[src/design/lfrq_pkg.sv]
// Shared types and constants for the line framed ring queue.
// No dependencies; the interfaces and the front, back and top files use it by scoped names.
`timescale 1ns / 1ps

package lfrq_pkg;

  localparam int BYTE_W = 8;

  typedef logic [BYTE_W-1:0] byte_t;

  // Line terminators.
  localparam byte_t CODE_CR = 8'd13;
  localparam byte_t CODE_LF = 8'd10;

  // Input beat actions.
  localparam logic ACT_RECV = 1'b0;
  localparam logic ACT_POP  = 1'b1;

endpackage

[src/design/lfrq_in_if.sv]
// Input channel of the line framed ring queue: valid/ready plus payload.
// Depends on lfrq_pkg.
`timescale 1ns / 1ps

interface lfrq_in_if;
  logic            valid;
  logic            ready;
  logic            action;
  lfrq_pkg::byte_t byte_value;

  modport source (output valid, output action, output byte_value, input ready);
  modport sink   (input valid, input action, input byte_value, output ready);
endinterface

[src/design/lfrq_out_if.sv]
// Result channel of the line framed ring queue: valid/ready plus payload.
// Depends on lfrq_pkg.
`timescale 1ns / 1ps

interface lfrq_out_if;
  logic            valid;
  logic            ready;
  logic            line_present;
  lfrq_pkg::byte_t char_out;
  logic            last;

  modport source (output valid, output line_present, output char_out, output last,
                  input ready);
  modport sink   (input valid, input line_present, input char_out, input last,
                  output ready);
endinterface

[src/design/lfrq_ram.sv]
// Generic single write port, single read port RAM with registered read data.
// No dependencies.
`timescale 1ns / 1ps

module lfrq_ram #(
  parameter int WIDTH = 8,
  parameter int DEPTH = 16
) (
  input  logic                     clk,
  input  logic                     we,
  input  logic [$clog2(DEPTH)-1:0] waddr,
  input  logic [WIDTH-1:0]         wdata,
  input  logic [$clog2(DEPTH)-1:0] raddr,
  output logic [WIDTH-1:0]         rdata
);

  logic [WIDTH-1:0] mem [DEPTH];

  always_ff @(posedge clk) begin
    if (we) begin
      mem[waddr] <= wdata;
    end
    rdata <= mem[raddr];
  end

endmodule

[src/design/lfrq_cmd_queue.sv]
// Two-entry queue carrying pop commands from the front part to the back part.
// No dependencies.
`timescale 1ns / 1ps

module lfrq_cmd_queue #(
  parameter int W = 4
) (
  input  logic         clk,
  input  logic         rst_n,
  input  logic         push,
  input  logic [W-1:0] push_data,
  output logic         full,
  input  logic         pop,
  output logic [W-1:0] pop_data,
  output logic         empty
);

  logic [W-1:0] entry_r [2];
  logic         wr_ptr_r, wr_ptr_nxt;
  logic         rd_ptr_r, rd_ptr_nxt;
  logic [1:0]   cnt_r, cnt_nxt;

  assign full     = (cnt_r == 2'd2);
  assign empty    = (cnt_r == 2'd0);
  assign pop_data = entry_r[rd_ptr_r];

  always_comb begin
    wr_ptr_nxt = wr_ptr_r ^ push;
    rd_ptr_nxt = rd_ptr_r ^ pop;
    cnt_nxt    = cnt_r + 2'(push) - 2'(pop);
  end

  always_ff @(posedge clk) begin
    if (!rst_n) begin
      wr_ptr_r <= 1'b0;
      rd_ptr_r <= 1'b0;
      cnt_r    <= 2'd0;
    end else begin
      wr_ptr_r <= wr_ptr_nxt;
      rd_ptr_r <= rd_ptr_nxt;
      cnt_r    <= cnt_nxt;
    end
  end

  always_ff @(posedge clk) begin
    if (push) begin
      entry_r[wr_ptr_r] <= push_data;
    end
  end

endmodule

[src/design/lfrq_front.sv]
// Front part: accepts input beats, assembles lines into the character RAM,
// keeps the ring pointers and issues pop commands. Depends on lfrq_pkg, lfrq_in_if.
`timescale 1ns / 1ps

module lfrq_front #(
  parameter int QUEUE_SLOTS = 6,
  parameter int LINE_BYTES  = 64
) (
  input  logic                                            clk,
  input  logic                                            rst_n,
  lfrq_in_if.sink                                         in_ch,
  input  logic                                            q_full,
  input  logic                                            back_busy,
  output logic                                            q_push,
  output logic                                            q_present,
  output logic [$clog2(QUEUE_SLOTS)-1:0]                  q_slot,
  output logic                                            char_we,
  output logic [$clog2(QUEUE_SLOTS*(LINE_BYTES-1))-1:0]   char_waddr,
  output lfrq_pkg::byte_t                                 char_wdata,
  output logic                                            len_we,
  output logic [$clog2(QUEUE_SLOTS)-1:0]                  len_waddr,
  output logic [$clog2(LINE_BYTES)-1:0]                   len_wdata
);

  localparam int LINE_CHARS = LINE_BYTES - 1;
  localparam int SW = $clog2(QUEUE_SLOTS);
  localparam int CW = $clog2(LINE_BYTES);
  localparam int AW = $clog2(QUEUE_SLOTS * LINE_CHARS);

  logic [CW-1:0] partial_r, partial_nxt;
  logic [CW-1:0] kept_r, kept_nxt;
  logic [SW-1:0] head_r, head_nxt;
  logic [SW-1:0] tail_r, tail_nxt;

  logic          is_pop, accept, is_term, line_full;
  logic [CW-1:0] pc, kc;
  logic [SW-1:0] head_inc, tail_inc;

  function automatic logic [SW-1:0] next_slot(input logic [SW-1:0] s);
    return (s == SW'(QUEUE_SLOTS - 1)) ? '0 : s + SW'(1);
  endfunction

  assign is_pop       = (in_ch.action == lfrq_pkg::ACT_POP);
  // Pops only need room in the command queue; bytes wait until no pop is queued or being read.
  assign in_ch.ready  = is_pop ? !q_full : !back_busy;
  assign accept       = in_ch.valid && in_ch.ready;
  assign is_term      = (in_ch.byte_value == lfrq_pkg::CODE_CR) ||
                        (in_ch.byte_value == lfrq_pkg::CODE_LF);
  assign line_full    = (partial_r >= CW'(LINE_CHARS));
  assign pc           = line_full ? '0 : partial_r;
  assign kc           = line_full ? '0 : kept_r;
  assign head_inc     = next_slot(head_r);
  assign tail_inc     = next_slot(tail_r);

  assign q_slot     = tail_r;
  assign q_present  = (head_r != tail_r);
  assign char_waddr = AW'(AW'(head_r) * AW'(LINE_CHARS)) + AW'(pc);
  assign char_wdata = in_ch.byte_value;
  assign len_waddr  = head_r;
  assign len_wdata  = kept_r;

  always_comb begin
    partial_nxt = partial_r;
    kept_nxt    = kept_r;
    head_nxt    = head_r;
    tail_nxt    = tail_r;
    q_push      = 1'b0;
    char_we     = 1'b0;
    len_we      = 1'b0;
    if (accept && is_pop) begin
      q_push = 1'b1;
      if (q_present) begin
        tail_nxt = tail_inc;
      end
    end else if (accept && is_term) begin
      if (kept_r != '0) begin
        len_we   = 1'b1;
        head_nxt = head_inc;
        if (head_inc == tail_r) begin
          tail_nxt = tail_inc;
        end
      end
      partial_nxt = '0;
      kept_nxt    = '0;
    end else if (accept) begin
      kept_nxt = kc;
      if ((kc == pc) && (in_ch.byte_value != '0)) begin
        char_we  = 1'b1;
        kept_nxt = kc + CW'(1);
      end
      partial_nxt = pc + CW'(1);
    end
  end

  always_ff @(posedge clk) begin
    if (!rst_n) begin
      partial_r <= '0;
      kept_r    <= '0;
      head_r    <= '0;
      tail_r    <= '0;
    end else begin
      partial_r <= partial_nxt;
      kept_r    <= kept_nxt;
      head_r    <= head_nxt;
      tail_r    <= tail_nxt;
    end
  end

endmodule

[src/design/lfrq_back.sv]
// Back part: takes pop commands, reads the line length and characters from
// RAM and streams result beats through a two-entry output buffer.
// Depends on lfrq_pkg, lfrq_out_if.
`timescale 1ns / 1ps

module lfrq_back #(
  parameter int QUEUE_SLOTS = 6,
  parameter int LINE_BYTES  = 64
) (
  input  logic                                            clk,
  input  logic                                            rst_n,
  input  logic                                            q_empty,
  input  logic [$clog2(QUEUE_SLOTS):0]                    q_data,
  output logic                                            q_pop,
  output logic                                            busy,
  output logic [$clog2(QUEUE_SLOTS)-1:0]                  len_raddr,
  input  logic [$clog2(LINE_BYTES)-1:0]                   len_rdata,
  output logic [$clog2(QUEUE_SLOTS*(LINE_BYTES-1))-1:0]   char_raddr,
  input  lfrq_pkg::byte_t                                 char_rdata,
  lfrq_out_if.source                                      out_ch
);

  localparam int LINE_CHARS = LINE_BYTES - 1;
  localparam int SW = $clog2(QUEUE_SLOTS);
  localparam int CW = $clog2(LINE_BYTES);
  localparam int AW = $clog2(QUEUE_SLOTS * LINE_CHARS);

  typedef enum logic [2:0] {
    B_IDLE = 3'b001,
    B_LEN  = 3'b010,
    B_STRM = 3'b100
  } back_state_t;

  typedef struct packed {
    logic            present;
    lfrq_pkg::byte_t ch;
    logic            last;
  } beat_t;

  back_state_t   state_r, state_nxt;
  logic [SW-1:0] slot_r, slot_nxt;
  logic [CW-1:0] len_r, len_nxt;
  logic [CW-1:0] idx_r, idx_nxt;
  logic [AW-1:0] base_r, base_nxt;

  // Read stage: a beat whose character arrives from the RAM this cycle.
  logic rd_v_r, rd_v_nxt;
  logic rd_present_r, rd_present_nxt;
  logic rd_last_r, rd_last_nxt;

  // Output buffer.
  beat_t      ob_r [2];
  logic       ob_wr_r, ob_rd_r;
  logic [1:0] ob_cnt_r;
  logic       ob_pop, credit, cmd_present, strm_last;
  beat_t      ob_in;

  assign cmd_present = q_data[SW];
  assign len_raddr   = q_data[SW-1:0];
  assign char_raddr  = base_r + AW'(idx_r);
  assign busy        = (state_r != B_IDLE) || !q_empty;
  assign strm_last   = ((idx_r + CW'(1)) == len_r);

  assign ob_pop  = out_ch.valid && out_ch.ready;
  // A read may start when the buffer cannot overflow once its data lands.
  assign credit  = (3'(ob_cnt_r) + 3'(rd_v_r)) < (3'd2 + 3'(ob_pop));

  assign out_ch.valid        = (ob_cnt_r != 2'd0);
  assign out_ch.line_present = ob_r[ob_rd_r].present;
  assign out_ch.char_out     = ob_r[ob_rd_r].ch;
  assign out_ch.last         = ob_r[ob_rd_r].last;

  assign ob_in.present = rd_present_r;
  assign ob_in.ch      = rd_present_r ? char_rdata : '0;
  assign ob_in.last    = rd_last_r;

  always_comb begin
    state_nxt      = state_r;
    slot_nxt       = slot_r;
    len_nxt        = len_r;
    idx_nxt        = idx_r;
    base_nxt       = base_r;
    rd_v_nxt       = 1'b0;
    rd_present_nxt = rd_present_r;
    rd_last_nxt    = rd_last_r;
    q_pop          = 1'b0;
    case (state_r)
      B_IDLE: begin
        if (!q_empty) begin
          if (cmd_present) begin
            q_pop     = 1'b1;
            slot_nxt  = q_data[SW-1:0];
            state_nxt = B_LEN;
          end else if (credit) begin
            q_pop          = 1'b1;
            rd_v_nxt       = 1'b1;
            rd_present_nxt = 1'b0;
            rd_last_nxt    = 1'b1;
          end
        end
      end
      B_LEN: begin
        len_nxt   = (len_rdata == '0) ? CW'(1) : len_rdata;
        idx_nxt   = '0;
        base_nxt  = AW'(AW'(slot_r) * AW'(LINE_CHARS));
        state_nxt = B_STRM;
      end
      B_STRM: begin
        if (credit) begin
          rd_v_nxt       = 1'b1;
          rd_present_nxt = 1'b1;
          rd_last_nxt    = strm_last;
          idx_nxt        = idx_r + CW'(1);
          if (strm_last) begin
            state_nxt = B_IDLE;
          end
        end
      end
      default: begin
        state_nxt = B_IDLE;
      end
    endcase
  end

  always_ff @(posedge clk) begin
    if (!rst_n) begin
      state_r  <= B_IDLE;
      rd_v_r   <= 1'b0;
      ob_wr_r  <= 1'b0;
      ob_rd_r  <= 1'b0;
      ob_cnt_r <= 2'd0;
    end else begin
      state_r  <= state_nxt;
      rd_v_r   <= rd_v_nxt;
      ob_wr_r  <= ob_wr_r ^ rd_v_r;
      ob_rd_r  <= ob_rd_r ^ ob_pop;
      ob_cnt_r <= ob_cnt_r + 2'(rd_v_r) - 2'(ob_pop);
    end
  end

  always_ff @(posedge clk) begin
    slot_r       <= slot_nxt;
    len_r        <= len_nxt;
    idx_r        <= idx_nxt;
    base_r       <= base_nxt;
    rd_present_r <= rd_present_nxt;
    rd_last_r    <= rd_last_nxt;
    if (rd_v_r) begin
      ob_r[ob_wr_r] <= ob_in;
    end
  end

endmodule

[src/design/line_framed_ring_queue.sv]
// Line framed ring queue. A received byte gives no beat. A pop of a stored line goes
// through the command queue, the back reads its length, then streams its characters one
// per cycle while the output buffer has room (set by the character RAM read port); an empty
// pop answers with a single beat. Bytes are held off while a popped line is still being read.
// Reset (rst_n low, synchronous) empties the ring and the line being built; the RAMs
// keep their contents and need no clearing pass.
`timescale 1ns / 1ps

module line_framed_ring_queue #(
  parameter int QUEUE_SLOTS = 6,
  parameter int LINE_BYTES  = 64
) (
  input  logic        clk,
  input  logic        rst_n,
  lfrq_in_if.sink     in_ch,
  lfrq_out_if.source  out_ch
);

  localparam int LINE_CHARS = LINE_BYTES - 1;
  localparam int SW = $clog2(QUEUE_SLOTS);
  localparam int CW = $clog2(LINE_BYTES);
  localparam int CHAR_DEPTH = QUEUE_SLOTS * LINE_CHARS;
  localparam int AW = $clog2(CHAR_DEPTH);

  // Pop command from front to back: whether a line was found, and its slot.
  logic          q_push, q_pop, q_full, q_empty;
  logic          q_present;
  logic [SW-1:0] q_slot;
  logic [SW:0]   q_wdata, q_rdata;
  logic          back_busy;

  // Character store: one row of LINE_CHARS bytes per slot. The row at the
  // head of the ring is also where the line being received is assembled.
  logic            char_we;
  logic [AW-1:0]   char_waddr, char_raddr;
  lfrq_pkg::byte_t char_wdata, char_rdata;

  // Kept length of each stored line.
  logic          len_we;
  logic [SW-1:0] len_waddr, len_raddr;
  logic [CW-1:0] len_wdata, len_rdata;

  assign q_wdata = {q_present, q_slot};

  // The front owns the ring pointers, so the order of pops and line commits
  // is settled at acceptance. The back only reads the RAMs, and the front
  // holds off bytes while any pop is queued or streaming, so a slot that is
  // being read out cannot be overwritten under it.
  lfrq_front #(
    .QUEUE_SLOTS (QUEUE_SLOTS),
    .LINE_BYTES  (LINE_BYTES)
  ) u_front (
    .clk        (clk),
    .rst_n      (rst_n),
    .in_ch      (in_ch),
    .q_full     (q_full),
    .back_busy  (back_busy),
    .q_push     (q_push),
    .q_present  (q_present),
    .q_slot     (q_slot),
    .char_we    (char_we),
    .char_waddr (char_waddr),
    .char_wdata (char_wdata),
    .len_we     (len_we),
    .len_waddr  (len_waddr),
    .len_wdata  (len_wdata)
  );

  lfrq_cmd_queue #(
    .W (SW + 1)
  ) u_cmd_queue (
    .clk       (clk),
    .rst_n     (rst_n),
    .push      (q_push),
    .push_data (q_wdata),
    .full      (q_full),
    .pop       (q_pop),
    .pop_data  (q_rdata),
    .empty     (q_empty)
  );

  lfrq_ram #(
    .WIDTH (lfrq_pkg::BYTE_W),
    .DEPTH (CHAR_DEPTH)
  ) u_char_ram (
    .clk   (clk),
    .we    (char_we),
    .waddr (char_waddr),
    .wdata (char_wdata),
    .raddr (char_raddr),
    .rdata (char_rdata)
  );

  lfrq_ram #(
    .WIDTH (CW),
    .DEPTH (QUEUE_SLOTS)
  ) u_len_ram (
    .clk   (clk),
    .we    (len_we),
    .waddr (len_waddr),
    .wdata (len_wdata),
    .raddr (len_raddr),
    .rdata (len_rdata)
  );

  // The back reads the length, then streams characters into a two-beat
  // output buffer, so a stalled sink holds off new pops only once the
  // command queue is full.
  lfrq_back #(
    .QUEUE_SLOTS (QUEUE_SLOTS),
    .LINE_BYTES  (LINE_BYTES)
  ) u_back (
    .clk        (clk),
    .rst_n      (rst_n),
    .q_empty    (q_empty),
    .q_data     (q_rdata),
    .q_pop      (q_pop),
    .busy       (back_busy),
    .len_raddr  (len_raddr),
    .len_rdata  (len_rdata),
    .char_raddr (char_raddr),
    .char_rdata (char_rdata),
    .out_ch     (out_ch)
  );

endmodule
[src/flat_wrapper.sv]
// flat-port wrapper written by rule: the top's interface ports become plain ports
module line_framed_ring_queue_flat 
#(
  parameter int QUEUE_SLOTS = 6,
  parameter int LINE_BYTES  = 64
)
  (clk, rst_n, in_ch_valid, in_ch_action, in_ch_byte_value, in_ch_ready, out_ch_valid, out_ch_line_present, out_ch_char_out, out_ch_last, out_ch_ready);
  lfrq_in_if in_ch_i ();
  lfrq_out_if out_ch_i ();
  input  logic clk;
  input  logic rst_n;
  input wire logic [$bits(in_ch_i.valid)-1:0] in_ch_valid;
  input wire logic [$bits(in_ch_i.action)-1:0] in_ch_action;
  input wire logic [$bits(in_ch_i.byte_value)-1:0] in_ch_byte_value;
  output wire logic [$bits(in_ch_i.ready)-1:0] in_ch_ready;
  output wire logic [$bits(out_ch_i.valid)-1:0] out_ch_valid;
  output wire logic [$bits(out_ch_i.line_present)-1:0] out_ch_line_present;
  output wire logic [$bits(out_ch_i.char_out)-1:0] out_ch_char_out;
  output wire logic [$bits(out_ch_i.last)-1:0] out_ch_last;
  input wire logic [$bits(out_ch_i.ready)-1:0] out_ch_ready;
  assign in_ch_i.valid = in_ch_valid;
  assign in_ch_i.action = in_ch_action;
  assign in_ch_i.byte_value = in_ch_byte_value;
  assign in_ch_ready = in_ch_i.ready;
  assign out_ch_valid = out_ch_i.valid;
  assign out_ch_line_present = out_ch_i.line_present;
  assign out_ch_char_out = out_ch_i.char_out;
  assign out_ch_last = out_ch_i.last;
  assign out_ch_i.ready = out_ch_ready;
  line_framed_ring_queue #(.QUEUE_SLOTS(QUEUE_SLOTS), .LINE_BYTES(LINE_BYTES)) u_core (.clk(clk), .rst_n(rst_n), .in_ch(in_ch_i), .out_ch(out_ch_i));
endmodule
[config.mk]
export PLATFORM = sky130hd
export DESIGN_NAME = line_framed_ring_queue_flat
export DESIGN_NICKNAME = d
export VERILOG_FILES = /design/src/design/lfrq_pkg.sv /design/src/design/lfrq_in_if.sv /design/src/design/lfrq_out_if.sv /design/src/design/lfrq_ram.sv /design/src/design/lfrq_cmd_queue.sv /design/src/design/lfrq_front.sv /design/src/design/lfrq_back.sv /design/src/design/line_framed_ring_queue.sv /design/src/flat_wrapper.sv
export SDC_FILE = /design/constraint.sdc
export NUM_CORES = 2
export LEC_CHECK = 0
export ABC_CLOCK_PERIOD_IN_PS = 9550
export BUFFER_PORTS_ARGS = -buffer_cell sky130_fd_sc_hd__buf_2
export CAP_MARGIN = 20
export CORE_ASPECT_RATIO = 0.6
export CORE_MARGIN = 1.5
export CORE_UTILIZATION = 35
export DETAILED_ROUTE_END_ITERATION = 16
export PLACE_DENSITY = 0.56
export SLEW_MARGIN = 10
export SYNTH_ARGS = -nofsm -noshare
export SYNTH_HDL_FRONTEND = slang
export SYNTH_SLANG_ARGS = --single-unit
[constraint.sdc]
create_clock -name clk -period 9.55 [get_ports clk]
set_clock_uncertainty 0.05 [all_clocks]
set_input_delay 0.4775 -clock clk [delete_from_list [all_inputs] [get_ports clk]]
set_output_delay 0.4775 -clock clk [all_outputs]
set_load 0.005 [all_outputs]
Yosys cells after proc, flatten, opt, wreduce, memory -nomap -nowiden
Memories as Yosys holds them, arrays and structs flattened. A register that Yosys moved wholly into a read port is not among the register bits.
Cells that the tools add are included.
{ "word_totals": {"inputBits": 13, "mem_count": 4, "out_inout_bits": 12, "mem_bits_rw": 3088, "ff_bits": 56, "word_cells": 150} }
{ "memory_table": {"columns": ["name", "words", "width", "read_ports", "rd_clocked_by_memory_dff", "wr", "line_no", "source"], "rows": [
  ["u_core.u_char_ram.mem", 378, 8, 1, 1, 1, "lfrq_ram.sv:17", "logic [WIDTH-1:0] mem [DEPTH];"],
  ["u_core.u_len_ram.mem", 6, 6, 1, 1, 1, "lfrq_ram.sv:17", null],
  ["u_core.u_back.ob_r", 2, 10, 1, 1, 1, "lfrq_back.sv:52", "beat_t ob_r [2];"],
  ["u_core.u_cmd_queue.entry_r", 2, 4, 1, 1, 1, "lfrq_cmd_queue.sv:18", "logic [W-1:0] entry_r [2];"]
]} }
{ "op_classes": {"n_addsub": 13, "bitwise": 6, "order_cmp": 2, "n_mux": 57, "multipliers": 2, "reduce_logical": 28, "n_eq_ne": 20} }
{ "op_table": {"columns": ["cell", "count"], "rows": [
  ["6-bit two-way mux", 8],
  ["3-bit two-way mux", 11],
  ["1-bit two-way mux", 32],
  ["6-bit by 1-bit adder with 6-bit output (second input constant)", 3],
  ["9-bit by 6-bit adder with 9-bit output", 2],
  ["3-bit by 6-bit multiplier with 9-bit output (second input constant)", 2],
  ["8-bit by 4-bit equality test with 1-bit output (second input constant)", 2],
  ["2-bit nonzero test", 7],
  ["6-bit equality test", 2],
  ["6-bit one-hot mux with 2 select lines", 1],
  ["2-bit inequality test (second input constant)", 5],
  ["3-bit equality test (second input constant)", 3],
  ["3-bit one-hot mux with 3 select lines", 1],
  ["8-bit two-way mux", 1],
  ["4-bit AND reduction", 2],
  ["8-bit nonzero test", 1],
  ["3-bit by 1-bit adder with 3-bit output (second input constant)", 2],
  ["6-bit greater-or-equal comparator (second input constant)", 1],
  ["6-bit logical NOT", 1],
  ["1-bit one-hot mux with 2 select lines", 3],
  ["3-bit AND reduction", 2],
  ["6-bit nonzero test", 1],
  ["1-bit logical AND", 5],
  ["5-bit AND reduction", 1],
  ["18 further kinds", 29]
]} }

Depth between registers and ports, before layout
{ "depth": {"word_depth": 11, "depth_mapped": 21, "mapped_depth_nobuf": 17} }

Cells and area by module
Synthesis repeated with hierarchy kept, for this count alone.
{ "unflattened": {"cells_unflattened": 6119, "area_unflattened_um2": 124953.6} }
{ "modules_own_cells": {"columns": ["mod", "n_inst", "seq_area_each_um2", "area_each_um2", "cells_per_inst"], "rows": [
  ["lfrq_ram at u_core.u_char_ram", 1, 90967.2, 118030.7, 5534],
  ["lfrq_back", 1, 1531.5, 2917.8, 224],
  ["lfrq_front", 1, 360.3, 1928.1, 241],
  ["lfrq_ram at u_core.u_len_ram", 1, 1201.2, 1557.7, 87],
  ["lfrq_cmd_queue", 1, 340.3, 519.2, 33]
]} }

Worst setup path before layout
Ideal clock, no wire load.
{ "synth_timing": {"path_type": "register -> register", "startpoint": "reg u_core.u_front.partial_r[2]", "endpoint": "mem u_core.u_char_ram.mem[273][0], enable pin", "synth_period_minus_slack_ns": 4.856, "n_path_buf": 3, "arrival_ns": 4.435, "setup_slack_ns": 4.694, "path_stages_with_launch": 19, "cell_sequence": "dfxtp_1 > and3_1 > and3_1 > clkbuf_1 > nand2_1 > clkbuf_1 > nand2_1 > fa_1 > inv_1 > ha_1 > a21o_1 > a21oi_2 > nor2b_1 > o21a_1 > o41a_1 > xor2_1 > nand4_1 > clkbuf_1 > nor2_1"} }
{ "synth_via": {"elab_chain_len": 10, "elab_cells_between_ends": 12, "cone_classes": "1 x add/sub; 1 x order compare; 1 x eq/ne; 8 x mux; 1 x reduce/logical"} }
{ "synth_lines": {"columns": ["element", "line_no", "source"], "rows": [
  ["start, declared", "lfrq_front.sv:30", "logic [CW-1:0] partial_r, partial_nxt;"],
  ["start signal, assigned", "lfrq_front.sv:102", "partial_r <= partial_nxt;"],
  ["6-bit greater-or-equal comparator", "lfrq_front.sv:49", "assign line_full = (partial_r >= CW'(LINE_CHARS));"],
  ["6-bit two-way mux (on tied branches)", "lfrq_front.sv:51, lfrq_front.sv:50", null],
  ["6-bit equality test", "lfrq_front.sv:87", "if ((kc == pc) && (in_ch.byte_value != '0)) begin"],
  ["1-bit logical AND", "lfrq_front.sv:87", null],
  ["1-bit two-way mux", "lfrq_front.sv:87", null],
  ["1-bit two-way mux", "lfrq_front.sv:85", "end else if (accept) begin"],
  ["1-bit two-way mux", "lfrq_front.sv:75", "end else if (accept && is_term) begin"],
  ["1-bit two-way mux", "lfrq_front.sv:70", "if (accept && is_pop) begin"],
  ["1-bit two-way mux", "lfrq_ram.sv:20", "if (we) begin"],
  ["1-bit two-way mux (not written as such)", "lfrq_ram.sv:21", "mem[waddr] <= wdata;"],
  ["end, declared", "lfrq_ram.sv:17", null]
]} }
Parallel ways exist; a longest one is shown, timed or not.

Worst setup path in the final report
{ "layout_timing": {"startpoint": "reg u_core.u_front.partial_r[2]", "endpoint": "mem u_core.u_char_ram.mem[255][5], enable pin"} }
Same word-level chain as after synthesis.

==> results.tsv <==
metric	value	unit
DP HPWL	219300	µm
total clock sinks	3159	
H-tree Lvls	5	
peak supply drop	138.5	µV
Worst setup SP type	flip-flop	
CTS tree	yes	
input/output buffers	24	
flops & latches, synth	3159	
worst reg2reg path endpoint	u_core.u_char_ram.mem[255][5]$_DFFE_PP_	
cell area after synthesis	124800	µm²
total negative setup slack	0	ns
Vias	64080	
DRT Pass-1 Iters	8	
Worst Hold Class	in2reg	
Slew headroom	12.53	%
Die Span X	773.8	µm
Final Non-Filler Cells	11140	
crit path capture	u_core.u_char_ram.mem[255][5]$_DFFE_PP_	
first-pass GRT wire length	500700	µm
clock power share	38.5	%
max incr delay on CP	1.03	ns
Post-synth ARST share	0	%
Mapped Cells	6121	
average cell area after synthesis	20.38	µm²
switching share of total power	23.94	%
global route overflow	0	
crit end category	flip-flop	
commonest cells in the netlist	edfxtp_1, mux4_2, nor2_1	
yosys warns	0	
total nets after synthesis	6187	
area delta synth->final	11.88	%
gpl congestion	0.8609	
status	finished clean	
Highest Clock Rate	0.1614	GHz
Tcrit/Tclk final	64.89	%
die area	360200	µm²
final slew viol count	0	
post-CTS setup buffers	0	
crit path cell chain	and3_1 -> and3_1 -> nand2_1 -> and2_1 -> ha_1 -> ha_1 -> inv_1 -> fa_1 -> nor2b_1 -> o21ai_1 -> nand2b_1 -> xnor2_1 -> nor2_1 -> nand4_1 -> nor2_1	
Leakage	42.91	nW
area share of the largest cell type after synthesis	74.93	%
crit path max fanout	16	
top cells by area, synth	edfxtp_1, mux4_2, nor2_1, nand2_1, mux2i_1	
number of global-route vias before repair	61700	
initial detailed-routing violation count	9364	
number of setup violations in the final report	0	
Pwr Density	211.6	nW/µm²
Worst Max-Slew Pin Slew	1.298	ns
R2R depth	15	
Clk pin slew, worst setup/hold paths	0.07	ns
Gate power share	9.5	%
Psw	0.007070	W
root buffer cell	clkbuf_16	
core footprint	354000	µm²
Synth Flop Type	edfxtp_1	
Vias/cell	5.753	
# IOs	25	
Unique masters post-synth	86	
WL final	359500	µm
Tmin final	6.197	ns
largest net degree at the start of global routing	151	
Die Y	465.5	µm
initial core utilization	35.25	%
critical path's slowest cell	nand4_1	
max cap viols	0	
critical path launch point	u_core.u_front.partial_r[2]$_SDFFE_PN0P_	
RSZ-0062 raised after global routing	false	
antenna-violating nets left	0	
FP Rows	169	
gr usage total	19.46	%
data required time of the critical path	10.01	ns
CTS Buf Count	277	
layout cells sized above 1	22.51	%
Clock Latency Late Sink	0.89	ns
EDFF count, synth	3113	
pre-CTS WS	3.497	ns
final setup margin	3.353	ns
type of the worst setup path	reg2reg	
final hold viol count	0	
post-route core utilization	39.43	%
worst hold slack	0.07454	ns
Placed Cells	10630	
residual DRC count	0	
Nets	6283	
WP data arrival	6.65	ns
Reg-to-Reg Start	u_core.u_front.partial_r[2]$_SDFFE_PN0P_	
mean routed wirelength per cell	32.28	µm
flop2flop setup slack	3.35	ns
Max Root-Sink Buffers	4	
Yosys top cell by area	edfxtp_1	
cell depth of the worst hold path	1	
Int Power	0.02246	W
most common cell in the netlist	edfxtp_1	
sequential share of the synthesized area	75.67	%
antenna violations before repair	36	
Reg power frac	52.0	%
-- critical path: cells and delay by family, from the launching register on --
| family | cells | cell delay, ns |
|---|---|---|
| AND/OR/NAND/NOR | 9 | 4.11 |
| adder cells (fa/ha/maj) | 3 | 0.98 |
| flip-flops | 1 | 0.42 |
| XOR/XNOR | 1 | 0.11 |
| AO/OA/AOI/OAI | 1 | 0.08 |
| buffers and inverters | 1 | 0.07 |
-- how the worst min path moves through the flow --
stage,start,to
2_1_floorplan,u_core.u_back.rd_last_r$_SDFFCE_PN1P_,u_core.u_back.ob_r[0][0]$_DFFE_PP_
3_3_place_gp,u_core.u_len_ram.rdata[2]$_DFF_P_,u_core.u_back.len_r[2]$_SDFFCE_PN0P_
3_5_place_dp,u_core.u_len_ram.rdata[2]$_DFF_P_,u_core.u_back.len_r[2]$_SDFFCE_PN0P_
4_1_cts,rst_n,u_core.u_front.len_wdata[5]$_SDFFE_PN0P_
5_1_grt,in_ch_byte_value[1],u_core.u_char_ram.mem[35][1]$_DFFE_PP_
6_report,in_ch_byte_value[1],u_core.u_char_ram.mem[34][1]$_DFFE_PP_
-- cell type report --
type                       count  area [µm²]
antenna                        9       22.52
clock buffer                 343        7411
clock inverter               147        1450
fill                       31220      214400
inverter                      40       150.1
multi-input combinational   2552       28530
sequential                  3159       94400
tap                         4702        5883
timing repair buffer         187        1724
-- registers in the layout, summed over array words and instances, names as in the netlist, 2 cells and up, named ones only --
| register | flops |
|---|---|
| u_core.u_char_ram.mem | 3024 |
| u_core.u_len_ram.mem | 36 |
| u_core.u_back.ob_r | 20 |
| u_core.u_back.base_r | 8 |
| u_core.u_char_ram.rdata | 8 |
| u_core.u_cmd_queue.entry_r | 8 |
| u_core.u_back.idx_r | 6 |
| u_core.u_back.len_r | 6 |
| u_core.u_front.len_wdata | 6 |
| u_core.u_front.partial_r | 6 |
| u_core.u_len_ram.rdata | 6 |
| u_core.u_back.slot_r | 3 |
| u_core.u_back.state_r | 3 |
| u_core.u_front.len_waddr | 3 |
| u_core.u_front.q_slot | 3 |
| u_core.u_back.ob_cnt_r | 2 |
| u_core.u_cmd_queue.cnt_r | 2 |
-- cells in the final DEF, fill, tap and decap left out, types with 53 or more instances in the layout --
cell type  count
nand3_1       89
mux2i_1      102
clkbuf_1      53
buf_4        127
nor2_1       436
clkbuf_16    286
edfxtp_1    3113
clkinv_1      54
nand2_1      362
mux4_2       789
o21ai_0       63
-- power groups by stage --
stage / Clock [W] / Combinational (W) / Sequential (W)
after detailed placement: 0 / 0.00278 / 0.0157
after CTS: 0.0115 / 0.00279 / 0.0154
after global placement: 0 / 0.00276 / 0.0157
after floorplan: 0 / 0.00157 / 0.0156
final: 0.0114 / 0.00282 / 0.0154
after global routing: 0.0120 / 0.00296 / 0.0154
-- kinds of logic after synthesis --
family          Yosys count  share of synthesized area [%]
flops                  3159                          75.67
buf+inv                 410                          1.704
compound gates          392                          2.295
xor+xnor                 46                         0.3350
mux                     918                          15.33
simple gates           1143                          4.067
fa+ha+maj                53                         0.6037
-- stage by stage --
stage,area [µm²],power (W)
after global placement,130500,0.01842
after CTS,139500,0.02962
after detailed placement,130600,0.01844
final,139600,0.02953
after global routing,139600,0.03031
after floorplan,124800,0.01720
-- per-layer routing --
metal	GRT usage (%)	part of all wire [%]	vias up	wire length [µm]
met4	3.396	1.7	10	6264
li1	-	-	25340	-
met3	7.234	14	422	49510
met2	25.36	39	4123	141800
met1	30.87	45	34180	161900
met5	0	0.020	-	72
-- what timing repair did --
item | 4_1_cts | 5_1_grt
endpoints found under the hold margin | 125 | 0
hold buffers | 7 | 0
gates resized for setup | 0 | 0
(Power assumes the default switching activity.)
